File: src/rtl/core/pss_pkg.sv
// pss_pkg: shared types and constants for the priority schedule simulator core
// depends on nothing; imported by pss_ctrl, pss_datapath and the top level
`default_nettype none

package pss_pkg;

  // fixed widths of the result fields
  localparam int PRIO_W    = 8;
  localparam int WAIT_W    = 13;
  localparam int PROC_ID_W = 2;
  localparam logic [WAIT_W-1:0] WAIT_MAX = {WAIT_W{1'b1}};

  // commands from the controller to the datapath
  typedef struct packed {
    logic load;       // store one descriptor in the next slot
    logic scan_clr;   // restart the selection scan at slot 0
    logic scan_step;  // examine one slot in the selection scan
    logic tick_step;  // advance the simulation by one tick
    logic emit_step;  // load one result into the output register
    logic batch_clr;  // end of batch, return counters to zero
  } pss_cmd_t;

  // status from the datapath to the controller
  typedef struct packed {
    logic full;       // the slot being loaded is the final one
    logic any_left;   // some loaded process still has burst left
    logic run_valid;  // a process currently owns the cpu
    logic scan_last;  // scan index sits on the last loaded slot
    logic emit_last;  // emit index sits on the last loaded slot
  } pss_sts_t;

endpackage

`default_nettype wire

File: src/rtl/core/pss_ctrl.sv
// pss_ctrl: sequencing state machine for load, selection scan, tick and result phases
// depends on pss_pkg; drives the command struct into pss_datapath
`default_nettype none

module pss_ctrl import pss_pkg::*; (
  input  wire logic     clk,
  input  wire logic     rst,
  input  wire logic     in_valid,
  output logic          in_stall,
  input  wire logic     last_proc,
  output logic          out_valid,
  input  wire logic     out_stall,
  input  wire pss_sts_t sts,
  output pss_cmd_t      cmd
);

  typedef enum logic [2:0] {
    S_LOAD,
    S_CHECK,
    S_SCAN,
    S_TICK,
    S_EMIT
  } state_t;

  state_t state;
  logic   emit_free;

  // descriptors are taken only while loading
  assign in_stall  = (state != S_LOAD);
  assign emit_free = !out_valid || !out_stall;

  // command decode
  always_comb begin
    cmd = '0;
    case (state)
      S_LOAD: begin
        cmd.load = in_valid;
      end
      S_CHECK: begin
        cmd.scan_clr = sts.any_left && !sts.run_valid;
      end
      S_SCAN: begin
        cmd.scan_step = 1'b1;
      end
      S_TICK: begin
        cmd.tick_step = 1'b1;
      end
      S_EMIT: begin
        cmd.emit_step = emit_free;
        cmd.batch_clr = emit_free && sts.emit_last;
      end
      default: begin
        cmd = '0;
      end
    endcase
  end

  // state and output valid
  always_ff @(posedge clk) begin
    if (rst) begin
      state     <= S_LOAD;
      out_valid <= 1'b0;
    end else begin
      if (cmd.emit_step) begin
        out_valid <= 1'b1;
      end else if (!out_stall) begin
        out_valid <= 1'b0;
      end
      case (state)
        S_LOAD: begin
          if (in_valid && (last_proc || sts.full)) begin
            state <= S_CHECK;
          end
        end
        S_CHECK: begin
          if (!sts.any_left) begin
            state <= S_EMIT;
          end else if (sts.run_valid) begin
            state <= S_TICK;
          end else begin
            state <= S_SCAN;
          end
        end
        S_SCAN: begin
          if (sts.scan_last) begin
            state <= S_TICK;
          end
        end
        S_TICK: begin
          state <= S_CHECK;
        end
        S_EMIT: begin
          if (emit_free && sts.emit_last) begin
            state <= S_LOAD;
          end
        end
        default: begin
          state <= S_LOAD;
        end
      endcase
    end
  end

  // a tick only runs while some burst is left
  a_tick_has_work: assert property (@(posedge clk) disable iff (rst)
    cmd.tick_step |-> sts.any_left)
    else $error("tick issued with no burst left");

  // load, scan and tick commands and emit_step are mutually exclusive; batch_clr only comes with emit_step
  a_cmd_onehot: assert property (@(posedge clk) disable iff (rst)
    $onehot0({cmd.load, cmd.scan_clr, cmd.scan_step, cmd.tick_step, cmd.emit_step}))
    else $error("more than one datapath command at once");

  // a descriptor that does not end the batch keeps the input open
  a_keep_loading: assert property (@(posedge clk) disable iff (rst)
    (cmd.load && !last_proc && !sts.full) |=> !in_stall)
    else $error("input closed before the batch ended");

  // the end of a selection scan is always followed by a tick
  a_scan_then_tick: assert property (@(posedge clk) disable iff (rst)
    (cmd.scan_step && sts.scan_last) |=> cmd.tick_step)
    else $error("selection scan not followed by a tick");

endmodule

`default_nettype wire

File: src/rtl/core/pss_datapath.sv
// pss_datapath: descriptor stores, per-slot tick lanes, selection scan and result register
// depends on pss_pkg; controlled by pss_ctrl through the command and status structs
`default_nettype none

module pss_datapath import pss_pkg::*; #(
  parameter int NUM_PROCS = 4,
  parameter int TIME_BITS = 10
) (
  input  wire logic                 clk,
  input  wire logic                 rst,
  input  wire logic [TIME_BITS-1:0] burst,
  input  wire logic [TIME_BITS-1:0] arrival,
  input  wire logic [PRIO_W-1:0]    prio,
  input  wire pss_cmd_t             cmd,
  output pss_sts_t                  sts,
  output logic [PROC_ID_W-1:0]      proc_id,
  output logic [WAIT_W-1:0]         wait_ticks,
  output logic [WAIT_W-1:0]         turnaround,
  output logic                      last_result
);

  localparam int IDX_W  = $clog2(NUM_PROCS);
  localparam int CNT_W  = $clog2(NUM_PROCS + 1);
  localparam int TICK_W = TIME_BITS + 1;
  localparam int SUM_W  = ((WAIT_W > TIME_BITS) ? WAIT_W : TIME_BITS) + 1;

  // per-slot stores
  logic [TIME_BITS-1:0] burst_store   [NUM_PROCS];
  logic [TIME_BITS-1:0] remaining     [NUM_PROCS];
  logic [TIME_BITS-1:0] arrival_store [NUM_PROCS];
  logic [PRIO_W-1:0]    prio_store    [NUM_PROCS];
  logic [WAIT_W-1:0]    wait_count    [NUM_PROCS];

  // control registers
  logic [CNT_W-1:0]  load_count;
  logic [IDX_W-1:0]  running_proc;
  logic              running_valid;
  logic [TICK_W-1:0] tick_now;
  logic [IDX_W-1:0]  scan_idx;
  logic [IDX_W-1:0]  best_idx;
  logic [PRIO_W-1:0] best_prio;
  logic              found;
  logic [IDX_W-1:0]  emit_idx;

  // combinational helpers
  logic [NUM_PROCS-1:0] alive;
  logic [NUM_PROCS-1:0] arrived;
  logic [NUM_PROCS-1:0] waiting;
  logic [IDX_W-1:0]     load_slot;
  logic [CNT_W-1:0]     n_minus1;
  logic [IDX_W-1:0]     last_idx;
  logic                 scan_take;
  logic                 found_next;
  logic [IDX_W-1:0]     best_idx_next;
  logic                 run_ends;
  logic [SUM_W-1:0]     ta_sum;
  logic [WAIT_W-1:0]    ta_sat;

  // per-slot lane flags
  always_comb begin
    for (int i = 0; i < NUM_PROCS; i++) begin
      alive[i]   = (CNT_W'(i) < load_count) && (remaining[i] != '0);
      arrived[i] = ({1'b0, arrival_store[i]} <= tick_now);
      waiting[i] = alive[i] && arrived[i] && (IDX_W'(i) != running_proc)
                   && (wait_count[i] != WAIT_MAX);
    end
  end

  // slot selection and batch bounds
  assign load_slot = (load_count >= CNT_W'(NUM_PROCS)) ? IDX_W'(NUM_PROCS - 1)
                                                       : load_count[IDX_W-1:0];
  assign n_minus1  = load_count - CNT_W'(1);
  assign last_idx  = n_minus1[IDX_W-1:0];

  // one slot per cycle of the selection scan
  assign scan_take     = alive[scan_idx] && arrived[scan_idx]
                         && (!found || (prio_store[scan_idx] < best_prio));
  assign found_next    = found || scan_take;
  assign best_idx_next = scan_take ? scan_idx : best_idx;
  assign run_ends      = (remaining[running_proc] == TIME_BITS'(1));

  // saturated turnaround of the slot being emitted
  assign ta_sum = SUM_W'(wait_count[emit_idx]) + SUM_W'(burst_store[emit_idx]);
  assign ta_sat = (ta_sum > SUM_W'(WAIT_MAX)) ? WAIT_MAX : ta_sum[WAIT_W-1:0];

  // status to the controller
  always_comb begin
    sts.full      = (load_slot == IDX_W'(NUM_PROCS - 1));
    sts.any_left  = |alive;
    sts.run_valid = running_valid;
    sts.scan_last = (scan_idx == last_idx);
    sts.emit_last = (emit_idx == last_idx);
  end

  // descriptor stores
  always_ff @(posedge clk) begin
    if (cmd.load) begin
      burst_store[load_slot]   <= burst;
      arrival_store[load_slot] <= arrival;
      prio_store[load_slot]    <= prio;
    end
  end

  // remaining burst, loaded then counted down by the running process
  always_ff @(posedge clk) begin
    if (cmd.load) begin
      remaining[load_slot] <= burst;
    end else if (cmd.tick_step && running_valid) begin
      remaining[running_proc] <= remaining[running_proc] - TIME_BITS'(1);
    end
  end

  // wait counters, one lane per slot
  always_ff @(posedge clk) begin
    if (rst || cmd.batch_clr) begin
      for (int i = 0; i < NUM_PROCS; i++) begin
        wait_count[i] <= '0;
      end
    end else if (cmd.load) begin
      wait_count[load_slot] <= '0;
    end else if (cmd.tick_step && running_valid) begin
      for (int i = 0; i < NUM_PROCS; i++) begin
        if (waiting[i]) begin
          wait_count[i] <= wait_count[i] + WAIT_W'(1);
        end
      end
    end
  end

  // load count, tick counter and running process
  always_ff @(posedge clk) begin
    if (rst || cmd.batch_clr) begin
      load_count    <= '0;
      tick_now      <= '0;
      running_proc  <= '0;
      running_valid <= 1'b0;
    end else begin
      if (cmd.load) begin
        load_count <= CNT_W'(load_slot) + CNT_W'(1);
      end
      if (cmd.scan_step && sts.scan_last) begin
        running_valid <= found_next;
        running_proc  <= best_idx_next;
      end else if (cmd.tick_step && running_valid && run_ends) begin
        running_valid <= 1'b0;
      end
      // tick saturates once it is past every possible arrival
      if (cmd.tick_step && !tick_now[TICK_W-1]) begin
        tick_now <= tick_now + TICK_W'(1);
      end
    end
  end

  // selection scan registers
  always_ff @(posedge clk) begin
    if (rst || cmd.scan_clr) begin
      scan_idx  <= '0;
      found     <= 1'b0;
      best_idx  <= '0;
      best_prio <= '0;
    end else if (cmd.scan_step) begin
      scan_idx <= scan_idx + IDX_W'(1);
      found    <= found_next;
      best_idx <= best_idx_next;
      if (scan_take) begin
        best_prio <= prio_store[scan_idx];
      end
    end
  end

  // emit index
  always_ff @(posedge clk) begin
    if (rst || cmd.batch_clr) begin
      emit_idx <= '0;
    end else if (cmd.emit_step) begin
      emit_idx <= emit_idx + IDX_W'(1);
    end
  end

  // result register
  always_ff @(posedge clk) begin
    if (cmd.emit_step) begin
      proc_id     <= PROC_ID_W'(emit_idx);
      wait_ticks  <= wait_count[emit_idx];
      turnaround  <= ta_sat;
      last_result <= sts.emit_last;
    end
  end

endmodule

`default_nettype wire

File: src/rtl/core/priority_schedule_simulator_core.sv
// priority schedule simulator: one descriptor beat per cycle while loading.
// after the last descriptor (or a full store) each tick runs the check and tick states, and a
// tick that finds the cpu free adds a selection scan over the loaded slots between them.
// n result beats then follow, one per cycle when not stalled; loading reopens after the last.
// synchronous reset clears the state machine, counters and wait counters; stores are not reset.
`default_nettype none

module priority_schedule_simulator_core import pss_pkg::*; #(
  parameter int NUM_PROCS = 4,
  parameter int TIME_BITS = 10
) (
  input  wire logic                 clk,
  input  wire logic                 rst,
  input  wire logic                 in_valid,
  output logic                      in_stall,
  input  wire logic [TIME_BITS-1:0] burst,
  input  wire logic [TIME_BITS-1:0] arrival,
  input  wire logic [PRIO_W-1:0]    prio,
  input  wire logic                 last_proc,
  output logic                      out_valid,
  input  wire logic                 out_stall,
  output logic [PROC_ID_W-1:0]      proc_id,
  output logic [WAIT_W-1:0]         wait_ticks,
  output logic [WAIT_W-1:0]         turnaround,
  output logic                      last_result
);

  pss_cmd_t cmd;
  pss_sts_t sts;

  // sequencing
  pss_ctrl u_ctrl (
    .clk       (clk),
    .rst       (rst),
    .in_valid  (in_valid),
    .in_stall  (in_stall),
    .last_proc (last_proc),
    .out_valid (out_valid),
    .out_stall (out_stall),
    .sts       (sts),
    .cmd       (cmd)
  );

  // stores, lanes and result register
  pss_datapath #(
    .NUM_PROCS (NUM_PROCS),
    .TIME_BITS (TIME_BITS)
  ) u_datapath (
    .clk         (clk),
    .rst         (rst),
    .burst       (burst),
    .arrival     (arrival),
    .prio        (prio),
    .cmd         (cmd),
    .sts         (sts),
    .proc_id     (proc_id),
    .wait_ticks  (wait_ticks),
    .turnaround  (turnaround),
    .last_result (last_result)
  );

endmodule

`default_nettype wire

File: config.mk
export PLATFORM = sky130hd
export DESIGN_NAME = priority_schedule_simulator_core
export DESIGN_NICKNAME = d
export VERILOG_FILES = /design/src/rtl/core/pss_pkg.sv /design/src/rtl/core/pss_ctrl.sv /design/src/rtl/core/pss_datapath.sv /design/src/rtl/core/priority_schedule_simulator_core.sv
export SDC_FILE = /design/constraint.sdc
export NUM_CORES = 1
export LEC_CHECK = 0
export BUFFER_PORTS_ARGS = -buffer_cell sky130_fd_sc_hd__buf_2
export CORE_MARGIN = 10
export CORE_UTILIZATION = 40
export CTS_CLUSTER_DIAMETER = 40
export DETAILED_ROUTE_END_ITERATION = 16
export PLACE_DENSITY = 0.57
export SLEW_MARGIN = 20
export SYNTH_ARGS = -nofsm -noshare
export SYNTH_HDL_FRONTEND = slang
export SYNTH_SLANG_ARGS = --single-unit
File: constraint.sdc
create_clock -name clk -period 6 [get_ports clk]
set_clock_uncertainty 0.05 [all_clocks]
set_input_delay 0.6 -clock clk [delete_from_list [all_inputs] [get_ports clk]]
set_output_delay 0.6 -clock clk [all_outputs]
set_load 0.02 [all_outputs]
==> results of run 1 <==
==> critical path, cell delays in order (launching register included) <==
cell	delay, ps
sky130_fd_sc_hd__dfxtp_1	850
sky130_fd_sc_hd__mux4_2	630
sky130_fd_sc_hd__ha_1	310
sky130_fd_sc_hd__a21o_1	190
sky130_fd_sc_hd__a21oi_1	310
sky130_fd_sc_hd__o21a_1	190
sky130_fd_sc_hd__o21ai_0	120
sky130_fd_sc_hd__a311o_1	370
sky130_fd_sc_hd__o2111ai_1	370
sky130_fd_sc_hd__o21ai_0	180
==> worst paths after layout <==
kind	cells past startpoint	slack (ps)	start	to
max	9	2130	flip-flop	u_datapath.turnaround[10]
min	1	230	prio[5]	u_datapath.prio_store[2][5]
max reg2reg	9	2130	flip-flop	u_datapath.turnaround[10]
min reg2reg	2	420	u_datapath.best_idx[1]	u_datapath.best_idx[1]
==> power breakdown <==
part           leakage [nW]  switching, W  internal [W]
registers              2.41     0.0000378       0.00211
clock network         0.691      0.000920       0.00151
logic                  2.06      0.000223      0.000130
==> state kept, by name, indices dropped and copies added, names as in the netlist, 11 cells and up, named ones only <==
register                  flops
u_datapath.arrival_store     40
u_datapath.burst_store       40
u_datapath.wait_count        52
u_datapath.turnaround        13
u_datapath.tick_now          11
u_datapath.prio_store        32
u_datapath.remaining         40
u_datapath.wait_ticks        13
==> per-stage QoR <==
step	setup slack [ps]	hold slack [ps]	power, W	utilization	cell area (sq um)
floorplan	2210	383	0.00241	-	12800
global placement	2130	405	0.00253	0.429	13500
detailed placement	2070	412	0.00254	0.429	13600
CTS	2040	212	0.00497	0.474	15000
global route	1720	208	0.00511	0.475	15000
finish	2130	226	0.00493	0.475	15000
==> metal layers <==
layer / vias up / track usage
li1: 4062 / -
met1: 4129 / 0.203
met2: 191 / 0.240
met3: 58 / 0.0277
met4: 2 / 0.0497
met5: - / 0
==> kinds of logic (layout without fill, tap and decap cells) <==
group                      after synthesis  count (layout)  synth area share
xor gates and xnor gates                68              68            0.0466
muxes                                   47              47            0.0771
and+or+nand+nor                        309             309             0.125
DFF                                    275             275             0.573
adders and majority gates               69              69            0.0682
buffers and inverters                   86             207            0.0270
AOI/OAI and AO/OA                      166             166            0.0830
==> synth_stat cells (2+ instances only) <==
library cell,count
sky130_fd_sc_hd__edfxtp_1,181
sky130_fd_sc_hd__dfxtp_1,94
sky130_fd_sc_hd__nor2_1,88
sky130_fd_sc_hd__ha_1,68
sky130_fd_sc_hd__nand2_1,63
sky130_fd_sc_hd__a21oi_1,58
sky130_fd_sc_hd__inv_1,53
sky130_fd_sc_hd__xnor2_1,51
sky130_fd_sc_hd__mux4_2,41
sky130_fd_sc_hd__o21ai_0,29
sky130_fd_sc_hd__nor4_1,26
sky130_fd_sc_hd__nor3_1,24
sky130_fd_sc_hd__nand3_1,21
sky130_fd_sc_hd__clkbuf_1,19
sky130_fd_sc_hd__xor2_1,17
sky130_fd_sc_hd__o211ai_1,15
sky130_fd_sc_hd__o31ai_1,13
sky130_fd_sc_hd__nand4_1,11
sky130_fd_sc_hd__and4_1,9
sky130_fd_sc_hd__buf_2,9
sky130_fd_sc_hd__or3_1,9
sky130_fd_sc_hd__and3_1,8
sky130_fd_sc_hd__nand3b_1,8
sky130_fd_sc_hd__a211oi_1,7
sky130_fd_sc_hd__nand2b_1,7
sky130_fd_sc_hd__a31oi_1,6
sky130_fd_sc_hd__a21o_1,5
sky130_fd_sc_hd__mux2i_1,5
sky130_fd_sc_hd__nor2b_1,5
sky130_fd_sc_hd__o21bai_1,5
sky130_fd_sc_hd__or4_1,5
sky130_fd_sc_hd__a311oi_1,4
sky130_fd_sc_hd__and2_1,4
sky130_fd_sc_hd__o22ai_1,4
sky130_fd_sc_hd__or2_2,4
sky130_fd_sc_hd__a41oi_1,3
sky130_fd_sc_hd__and4b_1,3
sky130_fd_sc_hd__buf_1,3
sky130_fd_sc_hd__nand4b_1,3
sky130_fd_sc_hd__a221oi_2,2
sky130_fd_sc_hd__and3b_1,2
sky130_fd_sc_hd__nor3b_1,2
sky130_fd_sc_hd__o21ai_1,2
sky130_fd_sc_hd__o32ai_1,2
==> cell type report <==
cell class,instances,area (sq um),area share
clock inverters,27,312,0.0208
flip-flops and latches,275,7320,0.488
well taps,402,503,0.0335
multi-input cells,659,5130,0.342
repair buffers,76,433,0.0289
clock buffers,51,1100,0.0732
inverters,53,199,0.0133
==> results.py, run 1 <==
metrics = {
    "outcome": {
        "run_status": "finished, final reports clean",
    },
    "clock_tree": {
        "cts-resized-gates": 0,
        "clock_insertion_delay_worst_skew_ps": 540,
        "clkSinkCount": 275,
        "cts.clk_slew.worst_paths_ps": 50,
        "clock_tree.buffer_depth": 3,
        "cts_root_buf": "sky130_fd_sc_hd__clkbuf_16",
        "clock_tree_from_tritoncts": "done",
        "post_cts_setup_buffer_count": 0,
        "cts_hold_buf": 0,
        "clock_tree.htree_level_count": 2,
        "numCtsBuffers": 42,
    },
    "synth": {
        "async_reset_ff_frac": 0,
        "ys_dominant_reg_cell": "sky130_fd_sc_hd__edfxtp_1",
        "syn_area_sq_mm": 0.0128,
        "yosysTopAreaCellShare": 0.425,
        "synth.area.top_cells": "sky130_fd_sc_hd__edfxtp_1 (43%), sky130_fd_sc_hd__dfxtp_1 (15%), sky130_fd_sc_hd__mux4_2 (7.2%)",
        "synth_enable_flop_cells": 181,
        "synth_cell_type_count": 66,
        "synth_largest_area_cell": "sky130_fd_sc_hd__edfxtp_1",
        "syn_avg_cell_area_sq_um": 12.5,
        "synthesis.instances": 1020,
        "yosysSeqAreaShare": 0.573,
        "yosys_warnings": 0,
        "synth.net_count": 1122,
        "ys_ff_latch": 275,
    },
    "placement": {
        "placer_s_final_routability_congestion_estimate": 0.841,
        "dp.cells": 1463,
        "io_buffers": 63,
        "place_hpwl_mm": 21.5,
    },
    "route": {
        "drt_pre_antenna_iters": 5,
        "finalWirelength_mm": 29.8,
        "routed-via-count": 8442,
        "top_layer": "met5",
        "routed_via_density": 5.47,
        "initialDrtViolationCount": 461,
        "drc": 0,
        "wl_met2_mm": 13.8,
        "met1_length_mm": 13.9,
        "detailroute.wirelength.met3_mm": 1.35,
        "ant_nets": 0,
        "routedWlPerCell_um": 19.3,
    },
    "cells_and_area": {
        "area_growth_pct": 17.4,
        "post_route_cells_drive_above_1_share": 0.181,
        "mostFrequentLayoutCells": "sky130_fd_sc_hd__edfxtp_1 (181), sky130_fd_sc_hd__dfxtp_1 (94), sky130_fd_sc_hd__nor2_1 (88)",
        "layout.filler_cells": 2848,
        "antenna_cells_inserted": 0,
        "final_cells": 1543,
        "leading_cell_type_in_the_layout_fill_and_taps_excluded": "sky130_fd_sc_hd__edfxtp_1",
        "layout.nets": 1209,
    },
    "die": {
        "die_area_sq_mm": 0.0395,
        "coreArea_sq_mm": 0.0316,
        "fp.dieW_um": 199,
        "pin_count": 64,
        "starting_density_of_the_core": 0.405,
        "die-height_um": 199,
        "std_cell_rows": 65,
    },
    "global_routing": {
        "groute.usage.overall": 0.151,
        "grt_max_degree": 33,
        "first_pass_grt_wire_length_mm": 46.9,
        "globalRoute.totalOverflow": 0,
        "initial_antenna_violation_count": 1,
        "grt_pass1_vias": 8361,
    },
    "run": {
        "cap_violations": 0,
    },
    "worst_setup_path": {
        "critical_path_peak_fanout": 13,
        "setup.worst_path.start_class": "flip-flop",
        "endpoint_kind": "flip-flop",
        "crit_type": "flip-flop to flip-flop",
        "worstPathRequired_ps": 6170,
        "arrival_ps": 4040,
    },
    "power": {
        "power_density_mw_per_mm2": 329,
        "vdd_drop_max_v": 0.000341,
        "total_leakage_power_nw": 5.17,
    },
    "timing": {
        "post-route-min-period_ps": 3870,
        "grt_setup_unrepaired": "no",
        "worst-slew-pin-transition_ps": 971,
        "hold_violations": 0,
        "slew_violations": 0,
        "slew_headroom": 0.352,
        "setup-violations-final": 0,
        "final_min_period_over_clock_period": 0.645,
        "max_freq_mhz": 259,
        "setup_total_negative_slack_ps": 0,
    },
    "hold_path": {
        "hold_path_class": "primary input to flip-flop",
    },
}
(Power assumes the default switching activity.)
==> run 2, diff against run 1 <==
--- a/config.mk
+++ b/config.mk
@@ -10,7 +10,7 @@
 export CORE_UTILIZATION = 40
 export CTS_CLUSTER_DIAMETER = 40
 export DETAILED_ROUTE_END_ITERATION = 16
-export PLACE_DENSITY = 0.57
+export PLACE_DENSITY = 0.59
 export SLEW_MARGIN = 20
 export SYNTH_ARGS = -nofsm -noshare
 export SYNTH_HDL_FRONTEND = slang
==> constraint.sdc (replaced) <==
create_clock -name clk -period 3.2 [get_ports clk]
set_clock_uncertainty 0.05 [all_clocks]
set_input_delay 0.32 -clock clk [delete_from_list [all_inputs] [get_ports clk]]
set_output_delay 0.32 -clock clk [all_outputs]
set_load 0.02 [all_outputs]
==> run 2 against run 1 <==
Register-to-register slack worse by 2000 ps; final area increased by 2.8%; utilization rose by 1.3 points; flip-flop and latch count stayed put; via count up 1.9%; sequential share of layout area shrank 1.3 points; critical path depth grew 3; sequential power is 87% higher; worst setup slack got worse by 2000 ps; first-iteration DRC count rose by 13%; maximum frequency increased by 26%; cell count up 3.4%; largest power group unchanged.
==> results.py, run 2 (synthesis results as in run 1) <==
metrics = {
    "outcome": {
        "run_status": "finished, final reports clean",
    },
    "die": {
        "fp.dieW_um": 199,
        "coreArea_sq_mm": 0.0316,
        "starting_density_of_the_core": 0.405,
        "std_cell_rows": 65,
        "die-height_um": 199,
        "pin_count": 64,
        "die_area_sq_mm": 0.0395,
    },
    "worst_setup_path": {
        "crit_slowest_cell": "sky130_fd_sc_hd__mux4_2",
        "critical_path.cell_chain": "buf_6 -> mux4_2 -> ha_1 -> inv_1 -> fa_2 -> nand4b_1 -> o211ai_1 -> a21oi_2 -> o21bai_1 -> a2111o_1 -> a31oi_1 -> a41oi_1",
        "arrival_ps": 3260,
        "rr_worst_depth": 12,
        "worstPathRequired_ps": 3380,
        "crit_type": "flip-flop to flip-flop",
        "crit_path_max_incr_delay_ps": 510,
        "endpoint_kind": "flip-flop",
        "setup.worst_path.start_class": "flip-flop",
        "critical_path_peak_fanout": 5,
    },
    "placement": {
        "place_hpwl_mm": 21.6,
        "io_buffers": 63,
        "detailed_place.area_sq_mm": 0.0138,
        "placer_s_final_routability_congestion_estimate": 0.850,
    },
    "run": {
        "cap_violations": 0,
    },
    "timing": {
        "worst-slew-pin-transition_ps": 703,
        "slew_violations": 0,
        "max_freq_mhz": 325,
        "final_min_period_over_clock_period": 0.960,
        "post-route-min-period_ps": 3070,
        "setup-violations-final": 0,
        "hold_violations": 0,
        "grt_setup_unrepaired": "no",
        "fin_hold_ws_ps": 20.7,
        "slew_headroom": 0.529,
        "setup_total_negative_slack_ps": 0,
    },
    "route": {
        "drc": 0,
        "routedWlPerCell_um": 18.3,
        "finalWirelength_mm": 29.2,
        "routed-via-count": 8606,
        "drt_pre_antenna_iters": 6,
        "ant_nets": 0,
        "initialDrtViolationCount": 519,
        "routed_via_density": 5.40,
    },
    "cells_and_area": {
        "register_bank_with_the_most_flops": "u_datapath.wait_count",
        "post_route_cells_drive_above_1_share": 0.204,
        "antenna_cells_inserted": 0,
        "layout.nets": 1265,
        "multiInputGateArea_sq_mm": 0.00515,
        "leading_cell_type_in_the_layout_fill_and_taps_excluded": "sky130_fd_sc_hd__edfxtp_1",
        "sequential_cell_area_sq_mm": 0.00732,
        "flip_flop_count_of_the_largest_register_all_copies_and_words_added": 52,
        "layout.filler_cells": 2830,
        "mostFrequentLayoutCells": "sky130_fd_sc_hd__edfxtp_1 (181), sky130_fd_sc_hd__dfxtp_1 (94), sky130_fd_sc_hd__nor2_1 (88)",
        "area_growth_pct": 20.6,
        "final_area_sq_mm": 0.0154,
    },
    "global_routing": {
        "grt_max_degree": 32,
        "initial_antenna_violation_count": 1,
        "grt_pass1_vias": 8628,
        "first_pass_grt_wire_length_mm": 46.5,
        "globalRoute.totalOverflow": 0,
        "groute.usage.overall": 0.148,
    },
    "clock_tree": {
        "clock_tree.buffer_depth": 3,
        "clkSinkCount": 275,
        "clock_tree.htree_level_count": 2,
        "clock_insertion_delay_worst_skew_ps": 520,
        "clock_tree_from_tritoncts": "done",
        "numCtsBuffers": 40,
        "cts_root_buf": "sky130_fd_sc_hd__clkbuf_16",
        "cts.clk_slew.worst_paths_ps": 60,
    },
    "power": {
        "power.share.combinational": 0.080,
        "cellInternalPower_w": 0.00683,
        "power_density_mw_per_mm2": 583,
        "clockPowerShare": 0.474,
        "vdd_drop_max_v": 0.000416,
        "total_leakage_power_nw": 5.40,
        "seq_power_share": 0.446,
        "swShare": 0.240,
        "switching_power_total_w": 0.00216,
    },
    "hold_path": {
        "hold_path_class": "primary input to flip-flop",
        "hold_depth": 1,
    },
}
run 2: cell count changes in the layout (fill, tap and decap cells not counted), sizes merged:
| cell | before | now |
|---|---|---|
| buf | 75 | 113 |
| clkbuf | 52 | 43 |
| clkinv | 8 | 12 |
| dlygate4sd3 | 0 | 21 |
| bufinv | 4 | 2 |
run 2: power by group through the flow:
stage,clock network [W],logic [W],registers [W]
final,0.00426,0.000719,0.00401
after global routing,0.00452,0.000800,0.00402
after CTS,0.00435,0.000724,0.00401
after detailed placement,0,0.000700,0.00409
after global placement,0,0.000692,0.00408
after floorplan,0,0.000435,0.00408
run 2: worst max-delay path, delay by kind of cell, from the launching register on:
family | cells | cell delay (ps)
AO/OA/AOI/OAI | 6 | 1090
flip-flops | 1 | 360
adder cells (fa/ha/maj) | 2 | 450
AND/OR/NAND/NOR | 1 | 120
buffers and inverters | 2 | 220
multiplexers | 1 | 510
run 2: what timing repair did:
item                       in CTS  in global routing
hold buffers                   21                  0
setup buffers                   0                  0
hold endpoints to repair       81                  0
gates resized for setup         0                  9
setup endpoints to repair       0                 15
run 2: path summary, 6_finish.rpt:
path | startpoint | end | slack, ps
setup reg to reg | flip-flop | u_datapath.turnaround[12] | 130
hold reg to reg | u_datapath.best_prio[6] | u_datapath.best_prio[6] | 420
setup / recovery | flip-flop | u_datapath.turnaround[12] | 130
hold / removal | burst[2] | u_datapath.burst_store[2][2] | 20
run 2: per-layer routing:
layer,up-vias,wire (um),track usage
met1,4170,12900,0.192
met2,205,13900,0.245
met4,2,677,0.0461
met3,56,1660,0.0294
met5,-,11,0
li1,4173,-,-
run 2: area by class of cell:
class                   count  area share
flip-flops and latches    275       0.475
repair buffers            134      0.0600
well taps                 402      0.0326
clock buffers              43      0.0677
multi-input cells         659       0.334
clock inverters            29      0.0179
inverters                  53      0.0129
run 2: per-stage QoR:
stage	instances	utilization	setup WS (ps)	total power, W
detailed placement	1502	0.439	55.8	0.00479
CTS	1595	0.487	22.1	0.00909
floorplan	1020	-	2.63	0.00452
global route	1595	0.488	4.37	0.00934
finish	1595	0.488	127	0.00899
global placement	1502	0.439	96.1	0.00477
